--- src/sv/ucfb_pkg.sv ---
// shared types and constants of the command frame builder
// no dependencies; used by ucfb_front, ucfb_queue, ucfb_back and the top level
package ucfb_pkg;

	localparam int unsigned QDEPTH = 4;
	localparam int unsigned QAW    = $clog2(QDEPTH);

	localparam logic [7:0] LEN_OVERHEAD = 8'd5;

	// output byte sequencer steps
	typedef enum logic [2:0] {
		ST_LEN,
		ST_CMD_HI,
		ST_CMD_LO,
		ST_SEQ,
		ST_DATA,
		ST_CK_HI,
		ST_CK_LO
	} step_t;

	// one classified input beat, as queued between front and back
	typedef struct packed {
		logic        first;
		logic        hdr_only;
		logic        last;
		logic [15:0] cmd;
		logic [7:0]  len;
		logic [7:0]  seq;
		logic [7:0]  data;
	} entry_t;

	// queue status seen by both sides
	typedef struct packed {
		logic full;
		logic empty;
	} q_stat_t;

endpackage

--- src/sv/ucfb_in_if.sv ---
// input channel of the frame builder: one payload byte per beat
// depends on nothing but the handshake convention valid/ready
interface ucfb_in_if;
	logic        valid;
	logic        ready;
	logic [15:0] command_code;
	logic [7:0]  payload_len;
	logic [7:0]  data_byte;

	modport source (output valid, command_code, payload_len, data_byte, input ready);
	modport sink (input valid, command_code, payload_len, data_byte, output ready);
endinterface

--- src/sv/ucfb_out_if.sv ---
// output channel of the frame builder: one frame byte per beat
// depends on nothing but the handshake convention valid/ready
interface ucfb_out_if;
	logic       valid;
	logic       ready;
	logic [7:0] frame_byte;
	logic       frame_last;

	modport source (output valid, frame_byte, frame_last, input ready);
	modport sink (input valid, frame_byte, frame_last, output ready);
endinterface

--- src/sv/ucfb_front.sv ---
// front end: accepts input beats, tracks frame position and sequence count
// depends on ucfb_pkg and ucfb_in_if
module ucfb_front (
	input  logic             clk,
	input  logic             arst_n,
	ucfb_in_if.sink          cmd,
	input  ucfb_pkg::q_stat_t q_stat,
	output logic             push,
	output ucfb_pkg::entry_t push_entry
);

	logic       inside_q;
	logic [7:0] rem_q;
	logic [7:0] seq_q;
	logic       accept;

	// accept whenever the queue has room
	assign cmd.ready = !q_stat.full;
	assign accept    = cmd.valid && cmd.ready;
	assign push      = accept;

	// classify the beat
	always_comb begin
		push_entry.first    = !inside_q;
		push_entry.cmd      = cmd.command_code;
		push_entry.len      = cmd.payload_len;
		push_entry.seq      = seq_q;
		push_entry.data     = cmd.data_byte;
		if (!inside_q) begin
			push_entry.hdr_only = (cmd.payload_len == 8'd0);
			push_entry.last     = (cmd.payload_len == 8'd1);
		end else begin
			push_entry.hdr_only = 1'b0;
			push_entry.last     = (rem_q == 8'd1);
		end
	end

	// frame position state
	always_ff @(posedge clk or negedge arst_n) begin
		if (!arst_n) begin
			inside_q <= 1'b0;
			rem_q    <= 8'd0;
			seq_q    <= 8'd0;
		end else if (accept) begin
			if (!inside_q) begin
				seq_q <= seq_q + 8'd1;
				if (cmd.payload_len > 8'd1) begin
					inside_q <= 1'b1;
				end
				rem_q <= cmd.payload_len - 8'd1;
			end else begin
				rem_q <= rem_q - 8'd1;
				if (rem_q == 8'd1) begin
					inside_q <= 1'b0;
				end
			end
		end
	end

endmodule

--- src/sv/ucfb_queue.sv ---
// short queue of classified beats between front and back
// depends on ucfb_pkg
module ucfb_queue (
	input  logic              clk,
	input  logic              arst_n,
	input  logic              push,
	input  ucfb_pkg::entry_t  push_entry,
	input  logic              pop,
	output ucfb_pkg::entry_t  head,
	output ucfb_pkg::q_stat_t q_stat
);

	ucfb_pkg::entry_t            mem_q [ucfb_pkg::QDEPTH];
	logic [ucfb_pkg::QAW-1:0]    wr_ptr_q;
	logic [ucfb_pkg::QAW-1:0]    rd_ptr_q;
	logic [ucfb_pkg::QAW:0]      count_q;

	assign q_stat.full  = (count_q == (ucfb_pkg::QAW+1)'(ucfb_pkg::QDEPTH));
	assign q_stat.empty = (count_q == '0);
	assign head         = mem_q[rd_ptr_q];

	// storage
	always_ff @(posedge clk) begin
		if (push) begin
			mem_q[wr_ptr_q] <= push_entry;
		end
	end

	// pointers and fill count
	always_ff @(posedge clk or negedge arst_n) begin
		if (!arst_n) begin
			wr_ptr_q <= '0;
			rd_ptr_q <= '0;
			count_q  <= '0;
		end else begin
			if (push) begin
				wr_ptr_q <= wr_ptr_q + 1'b1;
			end
			if (pop) begin
				rd_ptr_q <= rd_ptr_q + 1'b1;
			end
			if (push && !pop) begin
				count_q <= count_q + 1'b1;
			end else if (pop && !push) begin
				count_q <= count_q - 1'b1;
			end
		end
	end

endmodule

--- src/sv/ucfb_back.sv ---
// back end: expands queued beats into frame bytes, keeps the checksum
// depends on ucfb_pkg and ucfb_out_if
module ucfb_back (
	input  logic              clk,
	input  logic              arst_n,
	input  ucfb_pkg::entry_t  head,
	input  ucfb_pkg::q_stat_t q_stat,
	output logic              pop,
	ucfb_out_if.source        frame
);

	logic                  start_q;
	ucfb_pkg::step_t       step_q;
	logic [15:0]           acc_q;
	logic                  hb_q;
	logic                  out_valid_q;
	logic [7:0]            out_byte_q;
	logic                  out_last_q;

	ucfb_pkg::step_t       cur_step;
	ucfb_pkg::step_t       next_step;
	logic                  done;
	logic                  load;
	logic [7:0]            byte_val;
	logic                  last_val;
	logic [15:0]           ck;

	assign load     = !q_stat.empty && (!out_valid_q || frame.ready);
	assign pop      = load && done;
	assign cur_step = start_q ? (head.first ? ucfb_pkg::ST_LEN : ucfb_pkg::ST_DATA) : step_q;
	assign ck       = ~acc_q;

	// next step of the sequencer
	always_comb begin
		next_step = cur_step;
		done      = 1'b0;
		case (cur_step)
			ucfb_pkg::ST_LEN:    next_step = ucfb_pkg::ST_CMD_HI;
			ucfb_pkg::ST_CMD_HI: next_step = ucfb_pkg::ST_CMD_LO;
			ucfb_pkg::ST_CMD_LO: next_step = ucfb_pkg::ST_SEQ;
			ucfb_pkg::ST_SEQ:
				next_step = head.hdr_only ? ucfb_pkg::ST_CK_HI : ucfb_pkg::ST_DATA;
			ucfb_pkg::ST_DATA: begin
				if (head.last) begin
					next_step = ucfb_pkg::ST_CK_HI;
				end else begin
					done = 1'b1;
				end
			end
			ucfb_pkg::ST_CK_HI:  next_step = ucfb_pkg::ST_CK_LO;
			ucfb_pkg::ST_CK_LO:  done = 1'b1;
			default:             done = 1'b1;
		endcase
	end

	// byte shown for the current step
	always_comb begin
		byte_val = head.data;
		last_val = 1'b0;
		case (cur_step)
			ucfb_pkg::ST_LEN:    byte_val = head.len + ucfb_pkg::LEN_OVERHEAD;
			ucfb_pkg::ST_CMD_HI: byte_val = head.cmd[15:8];
			ucfb_pkg::ST_CMD_LO: byte_val = head.cmd[7:0];
			ucfb_pkg::ST_SEQ:    byte_val = head.seq;
			ucfb_pkg::ST_DATA:   byte_val = head.data;
			ucfb_pkg::ST_CK_HI:  byte_val = ck[15:8];
			ucfb_pkg::ST_CK_LO: begin
				byte_val = ck[7:0];
				last_val = 1'b1;
			end
			default:             byte_val = head.data;
		endcase
	end

	// sequencer position
	always_ff @(posedge clk or negedge arst_n) begin
		if (!arst_n) begin
			start_q <= 1'b1;
			step_q  <= ucfb_pkg::ST_LEN;
		end else if (load) begin
			start_q <= done;
			step_q  <= next_step;
		end
	end

	// running word sum; header words seed it at the length byte
	always_ff @(posedge clk or negedge arst_n) begin
		if (!arst_n) begin
			acc_q <= 16'd0;
			hb_q  <= 1'b0;
		end else if (load) begin
			if (cur_step == ucfb_pkg::ST_LEN) begin
				acc_q <= head.cmd + {head.seq, 8'h00};
				hb_q  <= 1'b0;
			end else if (cur_step == ucfb_pkg::ST_DATA) begin
				acc_q <= acc_q + (hb_q ? {head.data, 8'h00} : {8'h00, head.data});
				hb_q  <= !hb_q;
			end
		end
	end

	// output register
	always_ff @(posedge clk or negedge arst_n) begin
		if (!arst_n) begin
			out_valid_q <= 1'b0;
		end else if (load) begin
			out_valid_q <= 1'b1;
		end else if (frame.ready) begin
			out_valid_q <= 1'b0;
		end
	end

	always_ff @(posedge clk) begin
		if (load) begin
			out_byte_q <= byte_val;
			out_last_q <= last_val;
		end
	end

	assign frame.valid      = out_valid_q;
	assign frame.frame_byte = out_byte_q;
	assign frame.frame_last = out_last_q;

endmodule

--- src/sv/usb_command_frame_builder.sv ---
// command frame builder, top level
// channels: cmd (sink) takes one payload byte per beat; the first beat of a
//   frame also carries command_code and payload_len (0 = header-only frame)
// frame (source) gives the frame bytes LEN, CMD_HI, CMD_LO, SEQ, payload,
//   checksum high, checksum low; frame_last marks the checksum low byte
// throughput: one frame byte per cycle while the queue holds beats and frame.ready is high;
//   a payload-only beat gives one byte, the first beat of a frame four more for the header,
//   the last beat two more for the checksum; the back-end byte sequencer sets this rate
// path: an accepted beat is written into the queue, and its first byte is then registered
//   in the output register when the back end is idle and the output is free
// cmd.ready follows the four-entry queue between front and back, so input
//   beats keep coming in while the back end works or the receiver stalls
// on a frame stall the output byte holds and the queue fills, then
//   cmd.ready drops
// reset clears the sequence count, frame position, queue and output valid
// depends on ucfb_pkg, the interfaces, ucfb_front, ucfb_queue, ucfb_back
module usb_command_frame_builder (
	input  logic      clk,
	input  logic      arst_n,
	ucfb_in_if.sink   cmd,
	ucfb_out_if.source frame
);

	logic              push;
	logic              pop;
	ucfb_pkg::entry_t  push_entry;
	ucfb_pkg::entry_t  head;
	ucfb_pkg::q_stat_t q_stat;

	ucfb_front u_front (
		.clk        (clk),
		.arst_n     (arst_n),
		.cmd        (cmd),
		.q_stat     (q_stat),
		.push       (push),
		.push_entry (push_entry)
	);

	ucfb_queue u_queue (
		.clk        (clk),
		.arst_n     (arst_n),
		.push       (push),
		.push_entry (push_entry),
		.pop        (pop),
		.head       (head),
		.q_stat     (q_stat)
	);

	ucfb_back u_back (
		.clk    (clk),
		.arst_n (arst_n),
		.head   (head),
		.q_stat (q_stat),
		.pop    (pop),
		.frame  (frame)
	);

endmodule

--- src/flat_wrapper.sv ---
// flat-port wrapper written by rule: the top's interface ports become plain ports
module usb_command_frame_builder_flat 
  (clk, arst_n, cmd_valid, cmd_command_code, cmd_payload_len, cmd_data_byte, cmd_ready, frame_valid, frame_frame_byte, frame_frame_last, frame_ready);
  ucfb_in_if cmd_i ();
  ucfb_out_if frame_i ();
  input  logic clk;
  input  logic arst_n;
  input wire logic [$bits(cmd_i.valid)-1:0] cmd_valid;
  input wire logic [$bits(cmd_i.command_code)-1:0] cmd_command_code;
  input wire logic [$bits(cmd_i.payload_len)-1:0] cmd_payload_len;
  input wire logic [$bits(cmd_i.data_byte)-1:0] cmd_data_byte;
  output wire logic [$bits(cmd_i.ready)-1:0] cmd_ready;
  output wire logic [$bits(frame_i.valid)-1:0] frame_valid;
  output wire logic [$bits(frame_i.frame_byte)-1:0] frame_frame_byte;
  output wire logic [$bits(frame_i.frame_last)-1:0] frame_frame_last;
  input wire logic [$bits(frame_i.ready)-1:0] frame_ready;
  assign cmd_i.valid = cmd_valid;
  assign cmd_i.command_code = cmd_command_code;
  assign cmd_i.payload_len = cmd_payload_len;
  assign cmd_i.data_byte = cmd_data_byte;
  assign cmd_ready = cmd_i.ready;
  assign frame_valid = frame_i.valid;
  assign frame_frame_byte = frame_i.frame_byte;
  assign frame_frame_last = frame_i.frame_last;
  assign frame_i.ready = frame_ready;
  usb_command_frame_builder u_core (.clk(clk), .arst_n(arst_n), .cmd(cmd_i), .frame(frame_i));
endmodule
--- config.mk ---
export PLATFORM = sky130hd
export DESIGN_NAME = usb_command_frame_builder_flat
export DESIGN_NICKNAME = d
export VERILOG_FILES = /design/src/sv/ucfb_pkg.sv /design/src/sv/ucfb_in_if.sv /design/src/sv/ucfb_out_if.sv /design/src/sv/ucfb_front.sv /design/src/sv/ucfb_queue.sv /design/src/sv/ucfb_back.sv /design/src/sv/usb_command_frame_builder.sv /design/src/flat_wrapper.sv
export SDC_FILE = /design/constraint.sdc
export NUM_CORES = 1
export LEC_CHECK = 0
export BUFFER_PORTS_ARGS = -buffer_cell sky130_fd_sc_hd__buf_2
export CAP_MARGIN = 10
export CORE_UTILIZATION = 56
export DETAILED_ROUTE_END_ITERATION = 12
export PLACE_DENSITY = 0.76
export SYNTH_ARGS = -nofsm -noshare
export SYNTH_HDL_FRONTEND = slang
export SYNTH_SLANG_ARGS = --single-unit
--- constraint.sdc ---
create_clock -name clk -period 3.7 [get_ports clk]
set_clock_uncertainty 0.15 [all_clocks]
set_input_delay 0.74 -clock clk [delete_from_list [all_inputs] [get_ports clk]]
set_output_delay 0.74 -clock clk [all_outputs]
set_load 0.01 [all_outputs]
# [Word level (Yosys, flattened, before mapping)]
# Memory sizes are Yosys's and may differ from the RTL's.
# Cells that the tools add are included.
[word_totals] ff_bits=55 latch_bits=0 mem_bits_rw=172 mem_bits_ro=0 in_bits=36 output_inout_bits=11 word_cells=83 mem_count=1
[mem_list] name="u_core.u_queue.mem_q" words=4 word_bits=43 rd=1 rd_ports_with_merged_regs=0 wr=1 line="ucfb_queue.sv:13" text="ucfb_pkg::entry_t mem_q [ucfb_pkg::QDEPTH];"
[op_classes] add_sub_neg=10 mul=0 div_mod_pow=0 n_lt_le_gt_ge=1 n_eq_ne=9 n_shift=0 n_mux=25 bitwise_logic=2 n_reduce_logical=22
[op_table] op="16-bit two-way mux" n=3
[op_table] op="8-bit case mux with 6 select lines" n=1
[op_table] op="16-bit adder" n=2
[op_table] op="3-bit case mux with 6 select lines" n=1
[op_table] op="8-bit by 1-bit equality test with 1-bit output (second input constant)" n=2
[op_table] op="16-bit NOT" n=1
[op_table] op="8-bit by 1-bit subtractor with 8-bit output (second input constant)" n=2
[op_table] op="3-bit two-way mux" n=5
[op_table] op="3-bit equality test (second input constant)" n=4
[op_table] op="1-bit two-way mux" n=12
[op_table] op="8-bit by 1-bit adder with 8-bit output (second input constant)" n=1
[op_table] op="8-bit by 3-bit adder with 8-bit output (second input constant)" n=1
[op_table] op="8-bit by 1-bit > comparator with 1-bit output (second input constant)" n=1
[op_table] op="8-bit zero test" n=1
[op_table] op="8-bit two-way mux" n=1
[op_table] op="1-bit zero test" n=7
[op_table] op="3-bit by 2-bit equality test with 1-bit output (second input constant)" n=2
[op_table] op="3-bit zero test" n=2
[op_table] op="2-bit nonzero test" n=3
[op_table] op="1-bit logical AND" n=5
[op_table] op="5-bit OR reduction" n=1
[op_table] op="2-bit by 1-bit adder with 2-bit output (second input constant)" n=2
[op_table] op="2-bit AND reduction" n=2
[op_table] op="3-bit by 1-bit adder with 3-bit output (second input constant)" n=1
[op_table] op="6 further kinds" n=6

# [Longest topological paths before layout]
# Gate-level depths: netlist (run 1).
# An unclocked memory read counts as a cell.
[logic_depth] word_depth=10 depth_mapped=13

# [Modules after synthesis]
# From an unflattened synthesis (run 1), not the netlist that was laid out.
[hier_totals] hier_cells=761 area_unflattened_um2=10903.0
[by_module_without_submodules] module="ucfb_queue" instances=1 cells_per_inst=259 area_per_inst_um2=6658.9
[by_module_without_submodules] module="ucfb_back" instances=1 cells_per_inst=358 area_per_inst_um2=2954.1
[by_module_without_submodules] module="ucfb_front" instances=1 cells_per_inst=144 area_per_inst_um2=1290.0

# [Least setup slack after synthesis (run 1)]
# Ideal clock, no wire load.
[synth_path] path_kind="flip-flop to flip-flop" start="register u_core.u_queue.rd_ptr_q[0] in the netlist's numbering" end="register u_core.u_back.acc_q[12]" setup_time_ps=127 arrival_ps=3478 t_required_ps=3423 path_slack_ps=-55 path_stages_with_launch=14 path_buffers=3 path_cell_list="dfrtp_1 -> buf_6 -> buf_4 -> buf_2 -> mux4_2 -> nor2b_1 -> ha_1 -> fa_1 -> a21o_1 -> a221oi_1 -> o31ai_1 -> a31oi_1 -> mux2i_1 -> nand3_1"
[synth_between] elab_chain_len=6
[synth_lines] item="start: declaration" line="ucfb_queue.sv:15" text="logic [ucfb_pkg::QAW-1:0] rd_ptr_q;"
[synth_lines] item="start signal: assignment" line="ucfb_queue.sv:40" text="rd_ptr_q <= rd_ptr_q + 1'b1;"
[synth_lines] item="memory 4 x 43 bit (*)"
[synth_lines] item="branches (longest 5 deep; another with 16-bit adder)"
[synth_lines] item="end signal: assignment" line="ucfb_back.sv:93" text="acc_q <= head.cmd + {head.seq, 8'h00};"
[synth_lines] item="end signal: assignment" line="ucfb_back.sv:96" text="acc_q <= acc_q + (hb_q ? {head.data, 8'h00} : {8'h00, head.data});"
[synth_lines] item="end: declaration" line="ucfb_back.sv:14" text="logic [15:0] acc_q;"
# Mark *: on every way between the ends. The select of a mux whose other input is x is not followed.
# A chain may end at the register's enable or synchronous reset.

# [Worst setup path in the final report (run 1)]
# Same ends and word-level chain as after synthesis.

==> results of run 1 <==
-- cells in the mapped netlist (all sizes together), types with 5 or more instances --
| library cell | count |
|---|---|
| nor4 | 7 |
| nand2 | 57 |
| inv | 20 |
| nor2b | 13 |
| nor3 | 8 |
| dfrtp | 45 |
| a31oi | 6 |
| o21ai | 49 |
| o22ai | 8 |
| a222oi | 5 |
| xnor2 | 21 |
| nand2b | 10 |
| ha | 33 |
| o21a | 5 |
| buf | 11 |
| and3 | 10 |
| edfxtp | 181 |
| nand4 | 8 |
| mux4 | 43 |
| and2 | 9 |
| nand3 | 16 |
| xor2 | 16 |
| a21o | 8 |
| nor2 | 34 |
| a21oi | 47 |
| clkbuf | 22 |
-- power by group --
group	internal, mW	switching (mW)	leakage, nW
Sequential	3.55	0.471	2.23
Clock	1.33	0.939	0.366
Combinational	2.10	3.00	1.76
Total	6.97	4.40	4.36
-- registers in the layout, summed over array words and instances, names as in the netlist --
register / count
u_core.u_queue.wr_ptr_q: 2
u_core.u_back.acc_q: 16
u_core.u_back.frame.valid: 1
u_core.u_queue.count_q: 3
u_core.u_front.rem_q: 8
u_core.u_back.frame.frame_last: 1
u_core.u_back.step_q: 3
u_core.u_queue.mem_q: 172
u_core.u_front.inside_q: 1
u_core.u_front.seq_q: 8
u_core.u_back.frame.frame_byte: 8
u_core.u_queue.rd_ptr_q: 2
u_core.u_back.start_q: 1
u_core.u_back.hb_q: 1
-- placed cells by master (no fill, tap or decap), types with 5 or more instances in the layout --
cell type,netlist,final
nand2_1,57,57
edfxtp_1,181,181
nor2b_1,13,13
a31oi_1,6,6
clkbuf_16,0,23
nor2_1,34,34
and2_1,9,9
clkinv_2,0,7
o21ai_0,49,48
nor4_1,7,7
xnor2_1,21,21
ha_1,33,33
buf_4,1,21
dfrtp_1,45,43
nand3_1,16,16
mux4_2,43,43
a21o_1,8,8
a222oi_1,5,5
nand4_1,8,8
inv_1,20,20
clkbuf_1,22,5
nor3_1,8,8
nand2b_1,10,10
buf_2,7,46
xor2_1,16,16
o21a_1,5,5
and3_1,10,6
o22ai_1,8,8
a21oi_1,47,47
-- per-stage QoR --
stage	util	instances	setup WS (ns)
floorplan	-	743	0.0345
global placement	0.608	1007	0.257
detailed placement	0.608	1007	0.200
CTS	0.649	1049	0.143
global route	0.649	1049	0.0290
finish	0.649	1049	0.253
-- critical path, stage by stage, from the launching register on --
cell      delay (ns)
dfrtp_2         0.49
mux4_2          0.56
nor2b_1         0.15
ha_1            0.24
fa_1            0.41
a21o_1          0.21
a221oi_1        0.33
o31ai_1         0.22
a31oi_1         0.24
mux2i_1         0.22
nand3_1         0.09
-- path summary, 6_finish.rpt --
kind                                                 start                          end  slack, ns
min in group clk                      cmd_command_code[12]  u_core.u_queue.mem_q[3][36]       0.30
worst min-delay path                                arst_n      u_core.u_front.rem_q[4]       0.20
worst max register to register  u_core.u_queue.rd_ptr_q[0]      u_core.u_back.acc_q[12]       0.25
max in group asynchronous                           arst_n      u_core.u_front.rem_q[0]       2.44
worst max-delay path            u_core.u_queue.rd_ptr_q[0]      u_core.u_back.acc_q[12]       0.25
worst min register to register   u_core.u_back.frame.valid    u_core.u_back.frame.valid       0.36
-- cells by family after synthesis --
logic type | count (synthesis) | share of synthesized area
compound gates | 159 | 0.0924
mux | 50 | 0.0992
buf+inv | 55 | 0.0223
fa+ha+maj | 36 | 0.0450
flops | 227 | 0.627
xor+xnor | 37 | 0.0309
simple gates | 179 | 0.0829
-- layer usage --
| layer | global-route usage | part of all wire | vias to the layer above | wire length, um |
|---|---|---|---|---|
| met3 | 0.0363 | 0.070 | 48 | 1680 |
| met4 | 0.0865 | 0.030 | 0 | 711 |
| met5 | 0 | 0 | - | 0 |
| li1 | - | - | 2985 | - |
| met2 | 0.432 | 0.49 | 358 | 11800 |
| met1 | 0.346 | 0.41 | 3246 | 9790 |
-- cell type report --
class | instances | area, sq um | area share
Clock buffer | 30 | 622 | 0.0528
Clock inverter | 12 | 115 | 0.00977
Inverter | 22 | 82.6 | 0.00701
Multi-Input combinational cell | 461 | 3690 | 0.313
Sequential cell | 227 | 6590 | 0.559
Tap cell | 229 | 287 | 0.0243
Timing Repair Buffer | 68 | 399 | 0.0339
-- timing repair --
item / CTS / global route
hold buffers: 0 / 0
resized for setup: 0 / 1
endpoints found under the setup margin: 0 / 4
setup buffers: 0 / 0
==> impl_metrics.env, run 1 <==
export IMPL_status="complete, but fails checks"
export IMPL_failed_checks="DRC"
export IMPL_synth_seq_cells=227
export IMPL_insertion_delay_ns=0.50
export IMPL_antenna_found_initial=0
export IMPL_grt_overflow=0
export IMPL_grt_start_max_net_pins=34
export IMPL_worstPathMaxFanout=7
export IMPL_clkSinkCount=227
export IMPL_maxCapViolCount=0
export IMPL_ant_nets=0
export IMPL_arrival_ns=3.69
export IMPL_ys_async_sr_fraction=0.203
export IMPL_drv_slew=0
export IMPL_die_w_um=139
export IMPL_wl_per_cell_um=22.9
export IMPL_synth_top_area_share=0.518
export IMPL_seq_area_frac_synth=0.627
export IMPL_clockRootBuffer="clkbuf_16"
export IMPL_drc_errors=2
export IMPL_fmax_mhz=290
export IMPL_layout_min_cycle_time_ns=3.45
export IMPL_grt_pass1_wl_um=37500
export IMPL_ys_types=53
export IMPL_rows=49
export IMPL_rsz0062_at_grt="false"
export IMPL_via_per_inst=6.33
export IMPL_fin_total_pwr_mw=11.4
export IMPL_clkTransAtPathRegs_ns=0.06
export IMPL_place_congestion=0.947
export IMPL_reg2regPathDepth=10
export IMPL_power_density_nw_per_um2=966
export IMPL_numCtsBuffers=23
export IMPL_h_tree_depth=1
export IMPL_synth_area_leader_cell="edfxtp_1"
export IMPL_synthCells=743
export IMPL_required_ns=3.94
export IMPL_fp_dieH_um=139
export IMPL_core_sq_um=18100
export IMPL_synth_edf_count=181
export IMPL_netlist_area_sq_um=10500
export IMPL_cts_tree="yes"
export IMPL_peakVddDrop_v=0.000536
export IMPL_synth_nets=815
export IMPL_drt_total_wl_um=24000
export IMPL_nFillCells=1302
export IMPL_hp_class="primary input to asynchronous set/reset pin"
export IMPL_dpl_cell_area_sq_um=11000
export IMPL_ys_flop_type="edfxtp_1"
export IMPL_syn_avg_cell_area_sq_um=14.1
export IMPL_design_area_sq_um=11800
export IMPL_start_util=0.579
export IMPL_yosys_warnings=0
export IMPL_track_usage=0.256
export IMPL_fin_setup_tns_ns=0
export IMPL_die_area_sq_um=19300
export IMPL_slew_headroom=0.400
export IMPL_n_antenna_cell=0
export IMPL_p_leak_nw=4.36
export IMPL_hpwl_um=16600
export IMPL_setup_worst_path_class="register to register"
export IMPL_synthTopCellsByArea="edfxtp_1 52%, dfrtp_1 11%, mux4_2 9.2%, ha_1 3.9%, o21ai_0 2.3%"
export IMPL_grt_pass1_vias=6640
export IMPL_firstDrtPassIters=10
export IMPL_nNetsFinal=875
export IMPL_area_growth_pct=12.2
export IMPL_drive_above_1_share=0.196
export IMPL_num_io_pins=47
export IMPL_cp_start_kind="register"
export IMPL_cts_max_path_buffers=3
export IMPL_vias=6637
export IMPL_place_port_buffers=46
export IMPL_whs_ns=0.203
export IMPL_drt_iter0_markers=778
export IMPL_setup_violations=0
export IMPL_hold_violations=0
export IMPL_min_period_over_period=0.932
export IMPL_tightest_slew_ns=0.901
export IMPL_cp_end_kind="register"
(Power assumes the default switching activity.)
==> inputs of run 2 (changes only) <==
--- a/config.mk
+++ b/config.mk
@@ -7,9 +7,9 @@
 export LEC_CHECK = 0
 export BUFFER_PORTS_ARGS = -buffer_cell sky130_fd_sc_hd__buf_2
 export CAP_MARGIN = 10
-export CORE_UTILIZATION = 56
+export CORE_UTILIZATION = 62
 export DETAILED_ROUTE_END_ITERATION = 12
-export PLACE_DENSITY = 0.76
+export PLACE_DENSITY = 0.8
 export SYNTH_ARGS = -nofsm -noshare
 export SYNTH_HDL_FRONTEND = slang
 export SYNTH_SLANG_ARGS = --single-unit
==> constraint.sdc (replaced) <==
create_clock -name clk -period 3.5 [get_ports clk]
set_clock_uncertainty 0.15 [all_clocks]
set_input_delay 0.7 -clock clk [delete_from_list [all_inputs] [get_ports clk]]
set_output_delay 0.7 -clock clk [all_outputs]
set_load 0.01 [all_outputs]
==> run 2 against run 1 <==
  * The flow now finishes without violations
  * Cell count is 0.76% lower
  * First-iteration DRC count is 7.6% lower
  * Die area is 9.5% lower
  * Register-to-register slack worse by 0.10 ns
  * Cell area is 0.92% higher
  * Critical endpoint is now u_core.u_queue.count_q[1]
==> impl_metrics.env, run 2 (same netlist as run 1, synthesis figures left out) <==
export IMPL_status="complete, no violations"
export IMPL_cpPeakStageDelay_ns=0.61
export IMPL_post_route_worst_setup_slack_ns=0.150
export IMPL_cts_tree="yes"
export IMPL_final_common_cell="edfxtp_1"
export IMPL_cts_max_path_buffers=3
export IMPL_setup_violations=0
export IMPL_antenna_found_initial=1
export IMPL_dpl_worst_slack_ns=0.118
export IMPL_seq_area_sq_um=6590
export IMPL_die_area_sq_um=17500
export IMPL_worstPathMaxFanout=24
export IMPL_slowest_stage="mux4_2"
export IMPL_layout_min_cycle_time_ns=3.35
export IMPL_grt_overflow=0
export IMPL_via_per_inst=6.47
export IMPL_reg2reg_slack_ns=0.15
export IMPL_arrival_ns=3.61
export IMPL_cp_start_kind="register"
export IMPL_hpwl_um=16200
export IMPL_required_ns=3.76
export IMPL_area_growth_pct=13.2
export IMPL_slew_headroom=0.402
export IMPL_nFillCells=1064
export IMPL_drv_slew=0
export IMPL_ant_nets=0
export IMPL_place_port_buffers=46
export IMPL_track_usage=0.287
export IMPL_nNetsFinal=875
export IMPL_cp_num_buf_inv=3
export IMPL_largest_reg_flops=172
export IMPL_path_delay_family="multiplexers"
export IMPL_crit_chain="buf_12 > mux4_2 > a21oi_1 > o21ai_0 > a21oi_2 > inv_1 > ha_1 > inv_1 > fa_1 > mux2_2"
export IMPL_grt_pass1_wl_um=37600
export IMPL_clkSinkCount=227
export IMPL_postCtsHoldBufs=0
export IMPL_fmax_mhz=299
export IMPL_p_leak_nw=4.38
export IMPL_regToRegStartpoint="u_core.u_queue.rd_ptr_q[0]"
export IMPL_grt_pass1_vias=6701
export IMPL_fp_dieH_um=132
export IMPL_tightest_slew_ns=0.897
export IMPL_drt_iter0_markers=719
export IMPL_h_tree_depth=1
export IMPL_top_regs="u_core.u_queue.mem_q x172, u_core.u_back.acc_q x16"
export IMPL_multi_input_area_sq_um=3700
export IMPL_rsz0062_at_grt="true"
export IMPL_vias=6737
export IMPL_start_util=0.633
export IMPL_drive_above_1_share=0.199
export IMPL_maxCapViolCount=0
export IMPL_min_period_over_period=0.957
export IMPL_reg2reg_to="u_core.u_queue.count_q[1]"
export IMPL_drt_total_wl_um=24100
export IMPL_num_io_pins=47
export IMPL_core_sq_um=16600
export IMPL_drc_errors=0
export IMPL_grt_start_max_net_pins=44
export IMPL_setup_worst_path_class="register to register"
export IMPL_mostFrequentLayoutCells="181 x edfxtp_1, 57 x nand2_1, 47 x o21ai_0"
export IMPL_firstDrtPassIters=8
export IMPL_place_congestion=0.914
export IMPL_clkTransAtPathRegs_ns=0.07
export IMPL_dpl_cell_area_sq_um=11100
export IMPL_rows=47
export IMPL_clockRootBuffer="clkbuf_16"
export IMPL_reg2regPathDepth=10
export IMPL_peakVddDrop_v=0.000538
export IMPL_numCtsBuffers=23
export IMPL_wl_per_cell_um=23.2
export IMPL_hold_violations=0
export IMPL_cp_end_kind="register"
export IMPL_design_area_sq_um=11900
export IMPL_hp_class="primary input to asynchronous set/reset pin"
export IMPL_top_register="u_core.u_queue.mem_q"
export IMPL_die_w_um=132
export IMPL_insertion_delay_ns=0.53
export IMPL_crit_top_cell="inv_1"
export IMPL_power_density_nw_per_um2=1040
run 2: changes by cell type in the layout (fill, tap and decap cells not counted), sizes merged:
cell,delta
bufinv,+3
clkinv,-4
inv,+1
clkinvlp,+3
clkbuf,-3
diode,+1
run 2: cell type report:
cell class | count | share of cell area
antenna | 1 | 0.000210
clock buffer | 27 | 0.0497
clock inverter | 15 | 0.0188
inverter | 22 | 0.00695
multi-input combinational | 461 | 0.312
sequential | 227 | 0.554
tap | 220 | 0.0232
timing repair buffer | 68 | 0.0354
run 2: per-layer routing:
| layer | vias up | routed length [um] | global-route usage | share of wire |
|---|---|---|---|---|
| met5 | - | 0 | 0 | 0 |
| met4 | 0 | 761 | 0.0930 | 0.032 |
| met3 | 53 | 1810 | 0.0496 | 0.075 |
| met2 | 315 | 11900 | 0.464 | 0.49 |
| met1 | 3373 | 9620 | 0.402 | 0.40 |
| li1 | 2996 | - | - | - |
run 2: repair_timing:
item,CTS,global route
resized for setup,0,4
endpoints found under the hold margin,0,0
setup endpoints to repair,0,4
buffers inserted,0,0
run 2: worst max-delay path by stage:
stage	startpoint	endpoint	slack, ns	cells past startpoint
floorplan	u_core.u_queue.rd_ptr_q[0]	u_core.u_back.acc_q[12]	0.04	13
global placement	u_core.u_queue.rd_ptr_q[0]	u_core.u_queue.count_q[1]	0.19	10
detailed placement	u_core.u_queue.rd_ptr_q[0]	u_core.u_queue.count_q[1]	0.12	10
CTS	u_core.u_queue.rd_ptr_q[0]	u_core.u_queue.count_q[1]	0.01	10
global route	u_core.u_queue.rd_ptr_q[0]	u_core.u_queue.count_q[1]	-0.02	10
finish	u_core.u_queue.rd_ptr_q[0]	u_core.u_queue.count_q[1]	0.15	10
run 2: worst reg2reg max path, cell delays in order (launching register included):
cell	delay [ns]
dfrtp_2	0.43
buf_12	0.23
mux4_2	0.63
a21oi_1	0.18
o21ai_0	0.17
a21oi_2	0.29
inv_1	0.13
ha_1	0.25
inv_1	0.08
fa_1	0.41
mux2_2	0.28
run 2: power breakdown:
group / internal (mW) / total (mW) / leakage (nW) / switching (mW)
Clock: 1.59 / 2.63 / 0.380 / 1.04
Sequential: 3.75 / 4.25 / 2.23 / 0.496
Combinational: 2.27 / 5.48 / 1.77 / 3.21
run 2: per-stage QoR:
step                      hold slack, ns  instances  TNS (ns)   util  power [mW]
after floorplan                    0.254        743         0      -        8.03
after global placement             0.319        998         0  0.667        9.43
after detailed placement           0.331        998         0  0.667        9.60
after CTS                          0.164       1040         0  0.716        12.3
after global routing               0.212       1040   -0.0220  0.717        13.0
final                              0.160       1041         0  0.717        12.4
==> inputs of run 3 (changes only) <==
--- a/config.mk
+++ b/config.mk
@@ -10,6 +10,7 @@
 export CORE_UTILIZATION = 62
 export DETAILED_ROUTE_END_ITERATION = 12
 export PLACE_DENSITY = 0.8
+export RECOVER_POWER = 25
 export SYNTH_ARGS = -nofsm -noshare
 export SYNTH_HDL_FRONTEND = slang
 export SYNTH_SLANG_ARGS = --single-unit
==> run 3 against run 2 <==
  * Power barely moved
  * Combinational power is essentially flat
  * Clock-buffer cell count unchanged
  * Die area stayed put
  * Wire length barely moved
  * Flip-flop and latch count unchanged
  * Critical path depth unchanged
  * Hold slack gained 0.0047 ns
  * Worst setup slack worse by 0.0031 ns
  * Largest cell class unchanged
  * Non-clock buffer count is the same
  * Register-to-register slack about the same
  * Clock power barely moved
==> impl_metrics.env, run 3 (same netlist as run 1, synthesis figures left out) <==
export IMPL_cts_tree="yes"
export IMPL_drc_errors=0
export IMPL_met3_length_um=1890
export IMPL_peakVddDrop_v=0.000539
export IMPL_maxCapViolCount=0
export IMPL_reg2reg_to="u_core.u_queue.count_q[1]"
export IMPL_h_tree_depth=1
export IMPL_drv_slew=0
export IMPL_insertion_delay_ns=0.53
export IMPL_area_growth_pct=12.9
export IMPL_hp_class="primary input to asynchronous set/reset pin"
export IMPL_dpl_worst_slack_ns=0.118
export IMPL_mostFrequentLayoutCells="181 x edfxtp_1, 57 x nand2_1, 47 x o21ai_0"
export IMPL_worstPathMaxFanout=24
export IMPL_finish_utilization=0.715
export IMPL_cpPeakStageDelay_ns=0.62
export IMPL_layout_min_cycle_time_ns=3.35
export IMPL_die_area_sq_um=17500
export IMPL_clkSinkCount=227
export IMPL_fin_total_pwr_mw=12.4
export IMPL_clockRootBuffer="clkbuf_16"
export IMPL_place_port_buffers=46
export IMPL_drt_total_wl_um=24200
export IMPL_seq_area_sq_um=6590
export IMPL_whs_ns=0.165
export IMPL_min_period_over_period=0.958
export IMPL_drive_above_1_share=0.163
export IMPL_slew_headroom=0.394
export IMPL_antenna_found_initial=1
export IMPL_design_area_sq_um=11900
export IMPL_cts_max_path_buffers=3
export IMPL_grt_pass1_vias=6701
export IMPL_die_w_um=132
export IMPL_slowest_stage="mux4_2"
export IMPL_wl_met1_um=9560
export IMPL_reg2reg_slack_ns=0.15
export IMPL_reg2regPathDepth=10
export IMPL_met2WireLength_um=11900
export IMPL_rows=47
export IMPL_num_io_pins=47
export IMPL_tightest_slew_ns=0.910
export IMPL_clkTransAtPathRegs_ns=0.07
export IMPL_grt_overflow=0
export IMPL_p_leak_nw=4.30
export IMPL_start_util=0.633
export IMPL_largest_reg_flops=172
export IMPL_grt_start_max_net_pins=44
export IMPL_final_common_cell="edfxtp_1"
export IMPL_regToRegStartpoint="u_core.u_queue.rd_ptr_q[0]"
export IMPL_vias=6711
export IMPL_numCtsBuffers=23
export IMPL_arrival_ns=3.61
export IMPL_top_regs="u_core.u_queue.mem_q x172, u_core.u_back.acc_q x16"
export IMPL_grt_pass1_wl_um=37600
export IMPL_nNetsFinal=875
export IMPL_hpwl_um=16200
export IMPL_highest_layer="met4"
export IMPL_post_route_worst_setup_slack_ns=0.147
export IMPL_crit_chain="buf_12 > mux4_2 > a21oi_1 > o21ai_0 > a21oi_2 > inv_1 > ha_1 > inv_1 > fa_1 > mux2_2"
export IMPL_dpl_cell_area_sq_um=11100
export IMPL_core_sq_um=16600
export IMPL_cp_end_kind="register"
export IMPL_track_usage=0.287
export IMPL_hold_violations=0
export IMPL_fp_dieH_um=132
export IMPL_wl_per_cell_um=23.2
export IMPL_via_per_inst=6.45
export IMPL_rsz0062_at_grt="true"
export IMPL_nFillCells=1078
export IMPL_multi_input_area_sq_um=3700
export IMPL_power_density_nw_per_um2=1040
export IMPL_cp_start_kind="register"
export IMPL_ant_nets=0
export IMPL_status="complete, no violations"
export IMPL_fmax_mhz=298
export IMPL_drt_iter0_markers=715
export IMPL_setup_worst_path_class="register to register"
export IMPL_required_ns=3.76
export IMPL_setup_violations=0
export IMPL_crit_top_cell="inv_1"
export IMPL_firstDrtPassIters=8
export IMPL_place_congestion=0.914
export IMPL_top_register="u_core.u_queue.mem_q"
export IMPL_post_cts_setup_buffer_count=0
run 3: cell types whose count changed in the layout (fill, tap and decap cells not counted):
cell      before  now
buf_2         46   17
clkbuf_1       4   33
run 3: report_power, final:
group	leakage (nW)	switching, mW	total [mW]	internal [mW]
logic	1.69	3.22	5.48	2.26
clock network	0.380	1.04	2.63	1.59
registers	2.23	0.498	4.25	3.75
run 3: layout make-up:
cell class,count,share of cell area
Sequential cell,227,0.556
Multi-Input combinational cell,461,0.313
Clock buffer,27,0.0498
Timing Repair Buffer,68,0.0324
Tap cell,220,0.0232
Clock inverter,15,0.0189
Inverter,22,0.00697
Antenna cell,1,0.000211
run 3: per-stage QoR:
step	setup TNS (ns)	cells
after floorplan	0	743
after global placement	0	998
after detailed placement	0	998
after CTS	0	1040
after global routing	-0.0220	1040
final	0	1041
run 3: repair_timing:
item	in CTS	in global routing
resized for setup	0	4
setup endpoints to repair	0	4
hold buffers	0	0
run 3: metal layers:
layer | track usage | vias to the layer above
met3 | 0.0496 | 53
met1 | 0.402 | 3364
met4 | 0.0930 | 0
met5 | 0 | -
li1 | - | 2991
met2 | 0.464 | 303
run 3: worst max-delay path: cells and delay by family (launching register included):
kind	cells	cell delay, ns
buf+inv	3	0.44
compound gates	3	0.63
flops	1	0.43
mux	2	0.90
fa+ha+maj	2	0.66
run 3: worst max-delay path by stage:
stage	start	endpoint	slack, ns	depth (start not counted)
finish	u_core.u_queue.rd_ptr_q[0]	u_core.u_queue.count_q[1]	0.15	10
global route	u_core.u_queue.rd_ptr_q[0]	u_core.u_queue.count_q[1]	-0.02	10
CTS	u_core.u_queue.rd_ptr_q[0]	u_core.u_queue.count_q[1]	0.01	10
detailed placement	u_core.u_queue.rd_ptr_q[0]	u_core.u_queue.count_q[1]	0.12	10
global placement	u_core.u_queue.rd_ptr_q[0]	u_core.u_queue.count_q[1]	0.19	10
floorplan	u_core.u_queue.rd_ptr_q[0]	u_core.u_back.acc_q[12]	0.04	13
